### config.mk
export PLATFORM = sky130hd
export DESIGN_NAME = ir_range_smooth_linearize
export DESIGN_NICKNAME = d
export VERILOG_FILES = /design/src/hdl/irsl_pkg.sv /design/src/hdl/irsl_seq.sv /design/src/hdl/irsl_dp.sv /design/src/hdl/ir_range_smooth_linearize.sv
export SDC_FILE = /design/constraint.sdc
export NUM_CORES = 2
export LEC_CHECK = 0
export ABC_AREA = 1
export BUFFER_PORTS_ARGS = -buffer_cell sky130_fd_sc_hd__buf_2
export CORE_MARGIN = 2
export CORE_UTILIZATION = 56
export CTS_BUF_LIST = sky130_fd_sc_hd__clkbuf_8
export CTS_CLUSTER_SIZE = 30
export DETAILED_ROUTE_END_ITERATION = 10
export GPL_TIMING_DRIVEN = 1
export PLACE_DENSITY = 0.78
export SYNTH_ARGS = -nofsm -noshare
export SYNTH_HDL_FRONTEND = slang
export SYNTH_SLANG_ARGS = --single-unit
export TNS_END_PERCENT = 1
### constraint.sdc
create_clock -name aclk -period 14.1 [get_ports aclk]
set_input_delay 2.82 -clock aclk [delete_from_list [all_inputs] [get_ports aclk]]
set_output_delay 2.82 -clock aclk [all_outputs]
set_load 0.02 [all_outputs]
### src/hdl/irsl_pkg.sv
// ----------------------------------------------------------------------------
// irsl_pkg
// Shared types, constants and coefficient table for the IR range smoothing
// and linearization block.
// ----------------------------------------------------------------------------
package irsl_pkg;

    // Default sizing of the sample path
    localparam int SAMPLE_BITS_DEF = 10;
    localparam int FRAC_BITS_DEF   = 8;

    // Two sensor channels: 0 right, 1 left
    localparam int CHANNELS = 2;
    localparam int CH_W     = 1;

    // Configuration register widths and indexes
    localparam int ALPHA_W = 9;
    localparam int BRK_W   = 10;
    localparam int CFG_IDX_W  = 3;
    localparam int CFG_DATA_W = 10;

    localparam logic [CFG_IDX_W-1:0] CFG_ALPHA      = 3'd0;
    localparam logic [CFG_IDX_W-1:0] CFG_RIGHT_LOW  = 3'd1;
    localparam logic [CFG_IDX_W-1:0] CFG_RIGHT_HIGH = 3'd2;
    localparam logic [CFG_IDX_W-1:0] CFG_LEFT_LOW   = 3'd3;
    localparam logic [CFG_IDX_W-1:0] CFG_LEFT_HIGH  = 3'd4;

    localparam logic [ALPHA_W-1:0] ALPHA_RESET      = 9'd77;
    localparam logic [BRK_W-1:0]   RIGHT_LOW_RESET  = 10'd255;
    localparam logic [BRK_W-1:0]   RIGHT_HIGH_RESET = 10'd390;
    localparam logic [BRK_W-1:0]   LEFT_LOW_RESET   = 10'd190;
    localparam logic [BRK_W-1:0]   LEFT_HIGH_RESET  = 10'd370;

    // Smoothing weight is Q1.8
    localparam logic [ALPHA_W-1:0] ALPHA_ONE = 9'd256;
    localparam int ALPHA_FRAC = 8;
    localparam int ALPHA_HALF = 128;

    // Item kinds
    localparam logic KIND_SAMPLE = 1'b0;
    localparam logic KIND_PRIME  = 1'b1;

    // Horner accumulator: Q.32, clamped to +-2^50
    localparam int ACC_W    = 52;
    localparam int ACC_LO_W = 26;
    localparam longint MUL_LIM = 64'sh4000_0000_0000_0000;
    localparam longint ACC_LIM = 64'sh0004_0000_0000_0000;

    // Final rounding from Q.32 to Q12.4
    localparam int ROUND_SHIFT = 28;
    localparam longint ROUND_HALF = 64'sh0000_0000_0800_0000;
    localparam int DIST_W   = 16;
    localparam int DIST_MAX = 32767;
    localparam int DIST_MIN = -32768;

    // Segment and Horner pass indexes
    localparam int SEG_W  = 2;
    localparam int ITER_W = 2;
    localparam logic [ITER_W-1:0] ITER_FIRST = 2'd1;
    localparam logic [ITER_W-1:0] ITER_LAST  = 2'd3;

    // Q.32 coefficients per segment, highest power first
    //   right low quadratic, right high quadratic, left cubic, left quadratic
    localparam logic signed [ACC_W-1:0] COEF_TAB [4][4] = '{
        '{ 52'sd0, 52'sd5702428, -52'sd3231466392, 52'sd506372907577 },
        '{ 52'sd0, 52'sd1997546, -52'sd1601825233, 52'sd321509011122 },
        '{ -52'sd399094, 52'sd189010129, -52'sd30477471042, 52'sd1764384934703 },
        '{ 52'sd0, 52'sd1347509, -52'sd1098548266, 52'sd222014830990 }
    };

    // Microprogram step counter
    localparam int PC_W = 4;

    typedef enum logic [3:0] {
        OP_NOP,
        OP_IDLE,
        OP_EMA1,
        OP_EMA2,
        OP_SEL,
        OP_MLO,
        OP_MHI,
        OP_MADD,
        OP_ROUND,
        OP_EMIT
    } op_t;

    typedef enum logic [1:0] {
        SEQ_NEXT,
        SEQ_GOTO,
        SEQ_BRANCH,
        SEQ_WAIT
    } seq_t;

    typedef enum logic [2:0] {
        FLG_NONE,
        FLG_START,
        FLG_OUT_RANGE,
        FLG_MORE,
        FLG_OUT_FREE
    } flag_t;

    typedef struct packed {
        op_t             op;
        seq_t            seq;
        flag_t           flag;
        logic [PC_W-1:0] target;
    } ctrl_t;

    // Status from the datapath to the sequencer
    typedef struct packed {
        logic start;
        logic out_range;
        logic more;
        logic out_free;
    } flags_t;

    typedef struct packed {
        logic [ALPHA_W-1:0] alpha;
        logic [BRK_W-1:0]   right_low;
        logic [BRK_W-1:0]   right_high;
        logic [BRK_W-1:0]   left_low;
        logic [BRK_W-1:0]   left_high;
    } cfg_t;

endpackage

### src/hdl/irsl_seq.sv
// ----------------------------------------------------------------------------
// irsl_seq
// Microprogram sequencer: step counter, control store and branch logic.
// ----------------------------------------------------------------------------
module irsl_seq (
    input  logic              aclk,
    input  logic              aresetn,
    input  irsl_pkg::flags_t  flags,
    output irsl_pkg::ctrl_t   ctrl
);

    // Program step labels
    localparam logic [irsl_pkg::PC_W-1:0] STEP_IDLE  = 4'd0;
    localparam logic [irsl_pkg::PC_W-1:0] STEP_EMA1  = 4'd1;
    localparam logic [irsl_pkg::PC_W-1:0] STEP_EMA2  = 4'd2;
    localparam logic [irsl_pkg::PC_W-1:0] STEP_SEL   = 4'd3;
    localparam logic [irsl_pkg::PC_W-1:0] STEP_MLO   = 4'd4;
    localparam logic [irsl_pkg::PC_W-1:0] STEP_MHI   = 4'd5;
    localparam logic [irsl_pkg::PC_W-1:0] STEP_MADD  = 4'd6;
    localparam logic [irsl_pkg::PC_W-1:0] STEP_ROUND = 4'd7;
    localparam logic [irsl_pkg::PC_W-1:0] STEP_EMIT  = 4'd8;

    logic [irsl_pkg::PC_W-1:0] pc_reg;
    logic [irsl_pkg::PC_W-1:0] pc_next;
    logic                      flag_sel;

    // Control store
    function automatic irsl_pkg::ctrl_t rom(input logic [irsl_pkg::PC_W-1:0] pc);
        irsl_pkg::ctrl_t w;
        w = '{irsl_pkg::OP_NOP, irsl_pkg::SEQ_GOTO, irsl_pkg::FLG_NONE, STEP_IDLE};
        unique case (pc)
            STEP_IDLE:  w = '{irsl_pkg::OP_IDLE, irsl_pkg::SEQ_WAIT,
                              irsl_pkg::FLG_START, STEP_EMA1};
            STEP_EMA1:  w = '{irsl_pkg::OP_EMA1, irsl_pkg::SEQ_NEXT,
                              irsl_pkg::FLG_NONE, STEP_IDLE};
            STEP_EMA2:  w = '{irsl_pkg::OP_EMA2, irsl_pkg::SEQ_NEXT,
                              irsl_pkg::FLG_NONE, STEP_IDLE};
            STEP_SEL:   w = '{irsl_pkg::OP_SEL, irsl_pkg::SEQ_BRANCH,
                              irsl_pkg::FLG_OUT_RANGE, STEP_EMIT};
            STEP_MLO:   w = '{irsl_pkg::OP_MLO, irsl_pkg::SEQ_NEXT,
                              irsl_pkg::FLG_NONE, STEP_IDLE};
            STEP_MHI:   w = '{irsl_pkg::OP_MHI, irsl_pkg::SEQ_NEXT,
                              irsl_pkg::FLG_NONE, STEP_IDLE};
            STEP_MADD:  w = '{irsl_pkg::OP_MADD, irsl_pkg::SEQ_BRANCH,
                              irsl_pkg::FLG_MORE, STEP_MLO};
            STEP_ROUND: w = '{irsl_pkg::OP_ROUND, irsl_pkg::SEQ_NEXT,
                              irsl_pkg::FLG_NONE, STEP_IDLE};
            STEP_EMIT:  w = '{irsl_pkg::OP_EMIT, irsl_pkg::SEQ_WAIT,
                              irsl_pkg::FLG_OUT_FREE, STEP_IDLE};
            default:    w = '{irsl_pkg::OP_NOP, irsl_pkg::SEQ_GOTO,
                              irsl_pkg::FLG_NONE, STEP_IDLE};
        endcase
        return w;
    endfunction

    assign ctrl = rom(pc_reg);

    // Select the condition named by the control word
    always_comb begin
        unique case (ctrl.flag)
            irsl_pkg::FLG_START:     flag_sel = flags.start;
            irsl_pkg::FLG_OUT_RANGE: flag_sel = flags.out_range;
            irsl_pkg::FLG_MORE:      flag_sel = flags.more;
            irsl_pkg::FLG_OUT_FREE:  flag_sel = flags.out_free;
            default:                 flag_sel = 1'b0;
        endcase
    end

    // Advance, jump or hold the step counter
    always_comb begin
        unique case (ctrl.seq)
            irsl_pkg::SEQ_NEXT:   pc_next = pc_reg + 1'b1;
            irsl_pkg::SEQ_GOTO:   pc_next = ctrl.target;
            irsl_pkg::SEQ_BRANCH: pc_next = flag_sel ? ctrl.target : pc_reg + 1'b1;
            irsl_pkg::SEQ_WAIT:   pc_next = flag_sel ? ctrl.target : pc_reg;
            default:              pc_next = STEP_IDLE;
        endcase
    end

    always_ff @(posedge aclk) begin
        if (!aresetn) begin
            pc_reg <= STEP_IDLE;
        end else begin
            pc_reg <= pc_next;
        end
    end

endmodule

### src/hdl/irsl_dp.sv
// ----------------------------------------------------------------------------
// irsl_dp
// Datapath driven by the control word: filter stages, segment select,
// split Horner multiplier, rounding and the output register.
// ----------------------------------------------------------------------------
module irsl_dp #(
    parameter int SAMPLE_BITS = irsl_pkg::SAMPLE_BITS_DEF,
    parameter int FRAC_BITS   = irsl_pkg::FRAC_BITS_DEF
) (
    input  logic                                   aclk,
    input  logic                                   aresetn,
    input  irsl_pkg::ctrl_t                        ctrl,
    input  irsl_pkg::cfg_t                         cfg,
    input  logic                                   s_fire,
    input  logic                                   in_kind,
    input  logic [irsl_pkg::CH_W-1:0]              in_channel,
    input  logic [SAMPLE_BITS-1:0]                 in_sample,
    input  logic                                   m_ready,
    output irsl_pkg::flags_t                       flags,
    output logic                                   m_valid,
    output logic [irsl_pkg::CH_W-1:0]              out_channel,
    output logic signed [irsl_pkg::DIST_W-1:0]     distance,
    output logic                                   in_range,
    output logic [SAMPLE_BITS-1:0]                 raw_echo,
    output logic [SAMPLE_BITS+FRAC_BITS-1:0]       smoothed
);

    localparam int STAGE_W = SAMPLE_BITS + FRAC_BITS;
    localparam int DIFF_W  = STAGE_W + 1;
    localparam int EPROD_W = DIFF_W + irsl_pkg::ALPHA_W + 1;
    localparam int ACC_W   = irsl_pkg::ACC_W;
    localparam int LO_W    = irsl_pkg::ACC_LO_W;
    localparam int HI_W    = ACC_W - LO_W;
    localparam int PLO_W   = LO_W + STAGE_W;
    localparam int PHI_W   = HI_W + STAGE_W + 1;
    localparam int PROD_W  = PHI_W + LO_W;
    localparam int CMP_W   = STAGE_W + irsl_pkg::BRK_W;
    localparam int WIDE_W  = 64;

    localparam logic signed [PROD_W-1:0] MUL_HI_P = PROD_W'(irsl_pkg::MUL_LIM);
    localparam logic signed [PROD_W-1:0] MUL_LO_P = -MUL_HI_P;
    localparam logic signed [WIDE_W-1:0] MUL_HI_W = irsl_pkg::MUL_LIM;
    localparam logic signed [WIDE_W-1:0] MUL_LO_W = -irsl_pkg::MUL_LIM;
    localparam logic signed [WIDE_W-1:0] ACC_HI_W = irsl_pkg::ACC_LIM;
    localparam logic signed [WIDE_W-1:0] ACC_LO_W = -irsl_pkg::ACC_LIM;
    localparam logic signed [ACC_W-1:0]  RND_HALF = ACC_W'(irsl_pkg::ROUND_HALF);
    localparam logic signed [ACC_W-1:0]  D_MAX    = ACC_W'(irsl_pkg::DIST_MAX);
    localparam logic signed [ACC_W-1:0]  D_MIN    = ACC_W'(irsl_pkg::DIST_MIN);
    localparam logic signed [EPROD_W-1:0] EMA_HALF = EPROD_W'(irsl_pkg::ALPHA_HALF);

    // Filter state per channel
    logic [STAGE_W-1:0] first_reg  [irsl_pkg::CHANNELS];
    logic [STAGE_W-1:0] second_reg [irsl_pkg::CHANNELS];

    // Working registers
    logic [irsl_pkg::CH_W-1:0]    ch_reg;
    logic [SAMPLE_BITS-1:0]       sample_reg;
    logic [STAGE_W-1:0]           x_reg;
    logic [irsl_pkg::SEG_W-1:0]   seg_reg;
    logic [irsl_pkg::ITER_W-1:0]  iter_reg;
    logic signed [ACC_W-1:0]      acc_reg;
    logic [PLO_W-1:0]             plo_reg;
    logic signed [PROD_W-1:0]     prod_reg;
    logic signed [irsl_pkg::DIST_W-1:0] dist_reg;
    logic                         ok_reg;

    // Output register
    logic                               m_valid_reg;
    logic [irsl_pkg::CH_W-1:0]          out_ch_reg;
    logic signed [irsl_pkg::DIST_W-1:0] out_dist_reg;
    logic                               out_ok_reg;
    logic [SAMPLE_BITS-1:0]             out_raw_reg;
    logic [STAGE_W-1:0]                 out_x_reg;

    // Filter step signals
    logic [irsl_pkg::ALPHA_W-1:0] alpha_eff;
    logic [STAGE_W-1:0]           ema_in;
    logic [STAGE_W-1:0]           ema_old;
    logic signed [DIFF_W-1:0]     ema_diff;
    logic signed [EPROD_W-1:0]    ema_prod;
    logic signed [EPROD_W-1:0]    ema_step;
    logic signed [EPROD_W-1:0]    ema_sum;
    logic [STAGE_W-1:0]           ema_new;
    logic [STAGE_W-1:0]           prime_val;

    // Segment select signals
    logic [irsl_pkg::BRK_W-1:0]   brk_low;
    logic [irsl_pkg::BRK_W-1:0]   brk_high;
    logic                         le_low;
    logic                         le_high;

    // Horner step signals
    logic [PLO_W-1:0]             plo_calc;
    logic signed [PHI_W-1:0]      phi_calc;
    logic signed [PROD_W-1:0]     prod_calc;
    logic signed [WIDE_W-1:0]     prod_clamp;
    logic signed [WIDE_W-1:0]     prod_shift;
    logic signed [ACC_W-1:0]      coef;
    logic signed [WIDE_W-1:0]     madd_sum;
    logic signed [ACC_W-1:0]      madd_next;

    // Rounding signals
    logic signed [ACC_W-1:0]      rnd_sum;
    logic signed [ACC_W-1:0]      rnd_q;
    logic signed [irsl_pkg::DIST_W-1:0] rnd_sat;

    logic out_free;

    // Exponential filter: s + ((a * (in - s) + half) >> 8), one multiplier shared
    always_comb begin
        alpha_eff = (cfg.alpha > irsl_pkg::ALPHA_ONE) ? irsl_pkg::ALPHA_ONE : cfg.alpha;
        prime_val = {sample_reg, {FRAC_BITS{1'b0}}};
        if (ctrl.op == irsl_pkg::OP_EMA2) begin
            ema_in  = first_reg[ch_reg];
            ema_old = second_reg[ch_reg];
        end else begin
            ema_in  = prime_val;
            ema_old = first_reg[ch_reg];
        end
        ema_diff = $signed({1'b0, ema_in}) - $signed({1'b0, ema_old});
        ema_prod = $signed({1'b0, alpha_eff}) * ema_diff;
        ema_step = (ema_prod + EMA_HALF) >>> irsl_pkg::ALPHA_FRAC;
        ema_sum  = ema_step + $signed({{(EPROD_W - STAGE_W){1'b0}}, ema_old});
        ema_new  = ema_sum[STAGE_W-1:0];
    end

    // Breakpoint compare against the channel's Q.FRAC thresholds
    always_comb begin
        brk_low  = (ch_reg != '0) ? cfg.left_low  : cfg.right_low;
        brk_high = (ch_reg != '0) ? cfg.left_high : cfg.right_high;
        le_low   = CMP_W'(x_reg) <= CMP_W'({brk_low,  {FRAC_BITS{1'b0}}});
        le_high  = CMP_W'(x_reg) <= CMP_W'({brk_high, {FRAC_BITS{1'b0}}});
    end

    // Accumulator times x in two partial products
    always_comb begin
        plo_calc  = PLO_W'(acc_reg[LO_W-1:0]) * PLO_W'(x_reg);
        phi_calc  = $signed(acc_reg[ACC_W-1:LO_W]) * $signed({1'b0, x_reg});
        prod_calc = $signed({phi_calc, {LO_W{1'b0}}})
                  + $signed({{(PROD_W - PLO_W){1'b0}}, plo_reg});
    end

    // Clamp product, floor shift, add next coefficient, clamp accumulator
    always_comb begin
        if (prod_reg > MUL_HI_P) begin
            prod_clamp = MUL_HI_W;
        end else if (prod_reg < MUL_LO_P) begin
            prod_clamp = MUL_LO_W;
        end else begin
            prod_clamp = prod_reg[WIDE_W-1:0];
        end
        prod_shift = prod_clamp >>> FRAC_BITS;
        coef       = irsl_pkg::COEF_TAB[seg_reg][iter_reg];
        madd_sum   = prod_shift + $signed({{(WIDE_W - ACC_W){coef[ACC_W-1]}}, coef});
        if (madd_sum > ACC_HI_W) begin
            madd_next = ACC_HI_W[ACC_W-1:0];
        end else if (madd_sum < ACC_LO_W) begin
            madd_next = ACC_LO_W[ACC_W-1:0];
        end else begin
            madd_next = madd_sum[ACC_W-1:0];
        end
    end

    // Round half up to Q12.4 and saturate
    always_comb begin
        rnd_sum = acc_reg + RND_HALF;
        rnd_q   = rnd_sum >>> irsl_pkg::ROUND_SHIFT;
        if (rnd_q > D_MAX) begin
            rnd_sat = D_MAX[irsl_pkg::DIST_W-1:0];
        end else if (rnd_q < D_MIN) begin
            rnd_sat = D_MIN[irsl_pkg::DIST_W-1:0];
        end else begin
            rnd_sat = rnd_q[irsl_pkg::DIST_W-1:0];
        end
    end

    // Status to the sequencer
    assign out_free        = !m_valid_reg || m_ready;
    assign flags.start     = s_fire && (in_kind == irsl_pkg::KIND_SAMPLE);
    assign flags.out_range = !le_low && !le_high;
    assign flags.more      = iter_reg != irsl_pkg::ITER_LAST;
    assign flags.out_free  = out_free;

    // Filter state and output valid
    always_ff @(posedge aclk) begin
        if (!aresetn) begin
            for (int i = 0; i < irsl_pkg::CHANNELS; i++) begin
                first_reg[i]  <= '0;
                second_reg[i] <= '0;
            end
            m_valid_reg <= 1'b0;
        end else begin
            unique case (ctrl.op)
                irsl_pkg::OP_IDLE: begin
                    if (s_fire && in_kind == irsl_pkg::KIND_PRIME) begin
                        first_reg[in_channel]  <= {in_sample, {FRAC_BITS{1'b0}}};
                        second_reg[in_channel] <= {in_sample, {FRAC_BITS{1'b0}}};
                    end
                end
                irsl_pkg::OP_EMA1: first_reg[ch_reg]  <= ema_new;
                irsl_pkg::OP_EMA2: second_reg[ch_reg] <= ema_new;
                default: ;
            endcase
            // Load on emit, drop once taken
            if (ctrl.op == irsl_pkg::OP_EMIT && out_free) begin
                m_valid_reg <= 1'b1;
            end else if (m_ready) begin
                m_valid_reg <= 1'b0;
            end
        end
    end

    // Working and payload registers
    always_ff @(posedge aclk) begin
        unique case (ctrl.op)
            irsl_pkg::OP_IDLE: begin
                if (s_fire) begin
                    ch_reg     <= in_channel;
                    sample_reg <= in_sample;
                end
            end
            irsl_pkg::OP_EMA2: x_reg <= ema_new;
            irsl_pkg::OP_SEL: begin
                seg_reg  <= {ch_reg, !le_low};
                iter_reg <= irsl_pkg::ITER_FIRST;
                acc_reg  <= irsl_pkg::COEF_TAB[{ch_reg, !le_low}][0];
                ok_reg   <= le_low || le_high;
                dist_reg <= '0;
            end
            irsl_pkg::OP_MLO:   plo_reg  <= plo_calc;
            irsl_pkg::OP_MHI:   prod_reg <= prod_calc;
            irsl_pkg::OP_MADD: begin
                acc_reg  <= madd_next;
                iter_reg <= iter_reg + 1'b1;
            end
            irsl_pkg::OP_ROUND: dist_reg <= rnd_sat;
            irsl_pkg::OP_EMIT: begin
                if (out_free) begin
                    out_ch_reg   <= ch_reg;
                    out_dist_reg <= dist_reg;
                    out_ok_reg   <= ok_reg;
                    out_raw_reg  <= sample_reg;
                    out_x_reg    <= x_reg;
                end
            end
            default: ;
        endcase
    end

    assign m_valid     = m_valid_reg;
    assign out_channel = out_ch_reg;
    assign distance    = out_dist_reg;
    assign in_range    = out_ok_reg;
    assign raw_echo    = out_raw_reg;
    assign smoothed    = out_x_reg;

endmodule

### src/hdl/ir_range_smooth_linearize.sv
// ----------------------------------------------------------------------------
// ir_range_smooth_linearize
// Two-channel IR range smoothing and piecewise polynomial linearization.
// ----------------------------------------------------------------------------
// A prime item (tuser kind 1) loads both filter stages of its channel with the
// sample and gives no result. A sample item runs two cascaded exponential
// filters, picks a polynomial segment from the channel's breakpoints and
// returns one result with a Q12.4 distance; above the upper breakpoint the
// distance is 0 and in_range is 0. Work is done by a microprogram; the two
// filter steps share one multiplier. A sample item stalls the input through
// the filter steps, segment select, three Horner passes of three steps each,
// rounding and emit; out of range it skips Horner and rounding. A prime item
// does not stall the input. A finished result waits in the output register
// while the next item is taken. Configuration writes are taken every cycle.
// ----------------------------------------------------------------------------
module ir_range_smooth_linearize #(
    parameter int SAMPLE_BITS = irsl_pkg::SAMPLE_BITS_DEF,
    parameter int FRAC_BITS   = irsl_pkg::FRAC_BITS_DEF
) (
    input  logic                                   aclk,
    input  logic                                   aresetn,
    // input items
    input  logic                                   s_tvalid,
    output logic                                   s_tready,
    input  logic [((SAMPLE_BITS + 7) / 8) * 8 - 1:0] s_tdata,   // sample
    input  logic [1:0]                             s_tuser,   // kind, channel
    // result items
    output logic                                   m_tvalid,
    input  logic                                   m_tready,
    // distance, raw_echo, smoothed
    output logic [((16 + 2 * SAMPLE_BITS + FRAC_BITS + 7) / 8) * 8 - 1:0] m_tdata,
    output logic [1:0]                             m_tuser,   // out_channel, in_range
    // configuration writes
    input  logic                                   cfg_valid,
    output logic                                   cfg_ready,
    input  logic [irsl_pkg::CFG_IDX_W-1:0]         cfg_index,
    input  logic [irsl_pkg::CFG_DATA_W-1:0]        cfg_data
);

    localparam int STAGE_W  = SAMPLE_BITS + FRAC_BITS;
    localparam int OUT_BITS = irsl_pkg::DIST_W + SAMPLE_BITS + STAGE_W;
    localparam int OUT_W    = ((OUT_BITS + 7) / 8) * 8;

    irsl_pkg::ctrl_t  ctrl;
    irsl_pkg::flags_t flags;
    irsl_pkg::cfg_t   cfg_reg;
    irsl_pkg::cfg_t   cfg_next;

    logic                               s_fire;
    logic [irsl_pkg::CH_W-1:0]          out_channel;
    logic signed [irsl_pkg::DIST_W-1:0] distance;
    logic                               in_range;
    logic [SAMPLE_BITS-1:0]             raw_echo;
    logic [STAGE_W-1:0]                 smoothed;

    // Configuration registers
    assign cfg_ready = 1'b1;

    always_comb begin
        cfg_next = cfg_reg;
        if (cfg_valid) begin
            unique case (cfg_index)
                irsl_pkg::CFG_ALPHA:      cfg_next.alpha      = cfg_data[irsl_pkg::ALPHA_W-1:0];
                irsl_pkg::CFG_RIGHT_LOW:  cfg_next.right_low  = cfg_data[irsl_pkg::BRK_W-1:0];
                irsl_pkg::CFG_RIGHT_HIGH: cfg_next.right_high = cfg_data[irsl_pkg::BRK_W-1:0];
                irsl_pkg::CFG_LEFT_LOW:   cfg_next.left_low   = cfg_data[irsl_pkg::BRK_W-1:0];
                irsl_pkg::CFG_LEFT_HIGH:  cfg_next.left_high  = cfg_data[irsl_pkg::BRK_W-1:0];
                default: ;
            endcase
        end
    end

    always_ff @(posedge aclk) begin
        if (!aresetn) begin
            cfg_reg.alpha      <= irsl_pkg::ALPHA_RESET;
            cfg_reg.right_low  <= irsl_pkg::RIGHT_LOW_RESET;
            cfg_reg.right_high <= irsl_pkg::RIGHT_HIGH_RESET;
            cfg_reg.left_low   <= irsl_pkg::LEFT_LOW_RESET;
            cfg_reg.left_high  <= irsl_pkg::LEFT_HIGH_RESET;
        end else begin
            cfg_reg <= cfg_next;
        end
    end

    // Take an item only in the idle step of the program
    assign s_tready = (ctrl.op == irsl_pkg::OP_IDLE);
    assign s_fire   = s_tvalid && s_tready;

    irsl_seq u_seq (
        .aclk    (aclk),
        .aresetn (aresetn),
        .flags   (flags),
        .ctrl    (ctrl)
    );

    irsl_dp #(
        .SAMPLE_BITS (SAMPLE_BITS),
        .FRAC_BITS   (FRAC_BITS)
    ) u_dp (
        .aclk        (aclk),
        .aresetn     (aresetn),
        .ctrl        (ctrl),
        .cfg         (cfg_reg),
        .s_fire      (s_fire),
        .in_kind     (s_tuser[0]),
        .in_channel  (s_tuser[1]),
        .in_sample   (s_tdata[SAMPLE_BITS-1:0]),
        .m_ready     (m_tready),
        .flags       (flags),
        .m_valid     (m_tvalid),
        .out_channel (out_channel),
        .distance    (distance),
        .in_range    (in_range),
        .raw_echo    (raw_echo),
        .smoothed    (smoothed)
    );

    // Pack result fields, first field lowest
    assign m_tdata = OUT_W'({smoothed, raw_echo, distance});
    assign m_tuser = {in_range, out_channel};

    // A new result appears only out of the emit step
    assert property (@(posedge aclk) disable iff (!aresetn)
        $rose(m_tvalid) |-> $past(ctrl.op == irsl_pkg::OP_EMIT))
        else $error("result valid rose outside the emit step");

    // An out-of-range result carries a zero distance
    assert property (@(posedge aclk) disable iff (!aresetn)
        (m_tvalid && !m_tuser[1]) |-> (m_tdata[15:0] == '0))
        else $error("out-of-range result with nonzero distance");

    // An accepted sample item starts the first filter step
    assert property (@(posedge aclk) disable iff (!aresetn)
        (s_tvalid && s_tready && s_tuser[0] == irsl_pkg::KIND_SAMPLE)
            |=> (ctrl.op == irsl_pkg::OP_EMA1))
        else $error("sample item did not start the filter");

endmodule
==> out/qor.tcl <==
set qor(run_status) {finished, final reports clean}
set qor(grt_pass1_vias) 54700
set qor(tritoncts.num_buffers) 70
set qor(timing_worst_setup_path_type) {flip-flop to flip-flop}
set qor(fin_cells) 9572
set qor(critical-path-slowest-cell) {sky130_fd_sc_hd__o21ai_0}
set qor(wire_per_inst_um) 19.11
set qor(hold_path.class) {flip-flop to flip-flop}
set qor(core-area_sq_mm) 0.1127
set qor(synth_enable_flop_cells) 335
set qor(synth.yosys.seq_area_share) 0.1788
set qor(synth_cell_types) 68
set qor(post_synth_inst_count) 8100
set qor(clock_insertion_delay_worst_skew_ps) 730
set qor(worst_slew_pin_slew_ps) 1234
set qor(final-max-slew-violation-count) 0
set qor(numPlacedInstances) 9444
set qor(reg2reg_depth) 47
set qor(initialDrtViolationCount) 4350
set qor(yosysWarnings) 0
set qor(route.vias.total) 52920
set qor(drive_gt1_frac) 0.04238
set qor(grt_remaining_overflow) 0
set qor(fp-row-count) 123
set qor(areaGrowthSynthToFinish_pct) 4.718
set qor(final-setup-viol-count) 0
set qor(die_area_sq_mm) 0.1166
set qor(max_stage_delay_ps) 570
set qor(arrival_time_worst_endpoint_ps) 11230
set qor(post-cts-setup-buffer-count) 0
set qor(htree_levels) 3
set qor(launch_point_of_the_critical_path) {u_seq.ctrl[10]}
set qor(final.min_clock_period_ps) 10820
set qor(initial_cell_density_of_the_core) 0.5659
set qor(max_reg_flops) 71
set qor(dieWidth_um) 341.4
set qor(mappedNetlistArea_sq_mm) 0.06375
set qor(synthFlopType) {sky130_fd_sc_hd__edfxtp_1}
set qor(worstSetupEndpoint) {u_dp.second_reg[1][16]}
set qor(antenna_found_initial) 6
set qor(hold_viol_final) 0
set qor(drc) 0
set qor(worst-r2r-setup-slack_ps) 3280
set qor(crit_top_cell) {sky130_fd_sc_hd__nand2_1}
set qor(worstSetupStartpointType) {flip-flop}
set qor(post_cts_resized) 0
set qor(synthArstFlopShare) 0
set qor(critical_path.endpoint_type) {flip-flop}
set qor(dp_hpwl_um) 146300
set qor(drt.antenna.violating_nets) 0
set qor(cp.required_ps) 14510
set qor(post_cts_hold_buffer_count) 0
set qor(final_core_util) 0.5926
set qor(gp_congestion) 1.010
set qor(slew_headroom) 0.1776
set qor(max_clock_freq_ghz) 0.09245
set qor(rsz0062_at_grt) {no}
set qor(floorplan.die.height_um) 341.4
set qor(clock_tree.root_cell) {sky130_fd_sc_hd__clkbuf_8}
set qor(r2r_start) {u_seq.ctrl[10]}
set qor(top_level_ports) 89
set qor(finalCritPeriodShare) 0.7672
set qor(maxCapViolations) 0
set qor(largest_net_degree_at_the_start_of_global_routing) 71
set qor(grt_pass1_wl_um) 293800
set qor(net_count_final) 9480
set qor(route.final.wire_length_um) 182900
set qor(setup-tns-final_ps) 0
set qor(tritoncts) {yes}
set qor(synthesis.area_per_instance_sq_um) 7.871
set qor(quantity_of_i_o_buffers_inserted_on_ports) 77
set qor(tritoncts_num_sinks) 402
set qor(vias_per_cell) 5.529
set qor(global_routing_usage_summed_across_all_routing_layers) 0.3213
set qor(first_pass_iters) 6
set qor(fin_worst_skew_ps) 46.16
set qor(ys_seq_elements) 402
set qor(clock_pin_slew_of_the_registers_on_the_worst_case_setup_and_hold_paths_ps) 60
set qor(worstPathMaxFanout) 22
set qor(worstReg2RegEnd) {u_dp.second_reg[1][16]}
set qor(max-clock-path-buffers) 3
==> per-layer routing <==
layer / track usage / up-vias / routed length, um
met4: 0.1164 / 4 / 7003
met3: 0.05511 / 414 / 16600
met2: 0.5180 / 2351 / 84200
met1: 0.4381 / 25920 / 75080
met5: 0 / - / 25
li1: - / 24240 / -
==> final cells by class <==
| cell class | count | area, sq um |
|---|---|---|
| antenna | 2 | 5.005 |
| clock buffer | 74 | 1018 |
| clock inverter | 52 | 385.4 |
| fill | 10030 | 45890 |
| inverter | 1905 | 7152 |
| multi-input combinational | 5496 | 44060 |
| sequential | 402 | 11400 |
| tap | 1500 | 1877 |
| timing repair buffer | 141 | 865.8 |
==> logic make-up after synthesis <==
| logic type | share of synthesized area |
|---|---|
| AO/OA/AOI/OAI | 0.06074 |
| XOR/XNOR | 0.03014 |
| adder cells (fa/ha/maj) | 0.3956 |
| buffers and inverters | 0.1311 |
| flip-flops | 0.1788 |
| multiplexers | 0.003297 |
| other | 0.0001178 |
| AND/OR/NAND/NOR | 0.2002 |
==> worst max-delay path, delay by kind of cell, from the launching register on <==
family	cells	cell delay, ps
adder cells (fa/ha/maj)	8	3570
AO/OA/AOI/OAI	11	2780
XOR/XNOR	1	180
buffers and inverters	8	1100
flip-flops	1	470
AND/OR/NAND/NOR	19	2380
==> metrics by stage <==
| stage | worst slack, ps | hold slack (ps) | cell area (sq um) |
|---|---|---|---|
| 4_1_cts | 3468 | 409.3 | 66760 |
| 3_3_place_gp | 3686 | 402.3 | 65350 |
| 3_5_place_dp | 3495 | 404.5 | 65350 |
| 2_1_floorplan | 4995 | 400.3 | 63770 |
| 5_1_grt | 2408 | 416.8 | 66760 |
| 6_report | 3283 | 408.8 | 66760 |
==> Yosys cell counts, types with 17 or more instances <==
cell type | instances | area share
sky130_fd_sc_hd__nor4_1 | 24 | 0.0024
sky130_fd_sc_hd__nand3_1 | 213 | 0.017
sky130_fd_sc_hd__dfxtp_1 | 67 | 0.021
sky130_fd_sc_hd__nand3b_1 | 39 | 0.0046
sky130_fd_sc_hd__nand2_1 | 2004 | 0.12
sky130_fd_sc_hd__o21bai_1 | 23 | 0.0027
sky130_fd_sc_hd__ha_1 | 448 | 0.088
sky130_fd_sc_hd__o21ai_0 | 239 | 0.019
sky130_fd_sc_hd__clkbuf_1 | 241 | 0.014
sky130_fd_sc_hd__a31oi_1 | 38 | 0.0037
sky130_fd_sc_hd__mux2i_1 | 21 | 0.0033
sky130_fd_sc_hd__nand4_1 | 63 | 0.0062
sky130_fd_sc_hd__o21ai_1 | 23 | 0.0018
sky130_fd_sc_hd__nor2_1 | 620 | 0.037
sky130_fd_sc_hd__nor2_2 | 29 | 0.0028
sky130_fd_sc_hd__edfxtp_1 | 335 | 0.16
sky130_fd_sc_hd__xnor2_1 | 79 | 0.011
sky130_fd_sc_hd__fa_1 | 980 | 0.31
sky130_fd_sc_hd__nor3_1 | 79 | 0.0062
sky130_fd_sc_hd__buf_1 | 35 | 0.0021
sky130_fd_sc_hd__a21oi_1 | 295 | 0.023
sky130_fd_sc_hd__inv_1 | 1882 | 0.11
sky130_fd_sc_hd__buf_4 | 17 | 0.0020
sky130_fd_sc_hd__xor2_1 | 133 | 0.018
==> placed cells by master (no fill, tap or decap), types with 74 or more instances in the layout <==
cell type and n:
sky130_fd_sc_hd__edfxtp_1 335, sky130_fd_sc_hd__fa_1 980, sky130_fd_sc_hd__xor2_1 133, sky130_fd_sc_hd__buf_2 77
sky130_fd_sc_hd__clkbuf_8 74, sky130_fd_sc_hd__nor3_1 77, sky130_fd_sc_hd__nand3_1 213, sky130_fd_sc_hd__nor2_1 617
sky130_fd_sc_hd__o21ai_0 239, sky130_fd_sc_hd__inv_1 1901, sky130_fd_sc_hd__xnor2_1 79, sky130_fd_sc_hd__nand2_1 2003
sky130_fd_sc_hd__a21oi_1 295, sky130_fd_sc_hd__ha_1 448
==> worst min path at each step <==
stage,startpoint,endpoint,depth (start not counted)
after floorplan,u_dp.dist_reg[0],u_dp.distance[0],0
after global placement,u_dp.plo_reg[5],u_dp.prod_reg[5],0
after detailed placement,u_dp.dist_reg[8],u_dp.distance[8],0
after CTS,u_dp.plo_reg[9],u_dp.prod_reg[9],0
after global routing,u_dp.plo_reg[9],u_dp.prod_reg[9],0
final,u_dp.plo_reg[9],u_dp.prod_reg[9],0
Power is left out: the tool's default activity adds up to more than one toggle a clock period on the data nets, which glitch-free logic cannot reach.
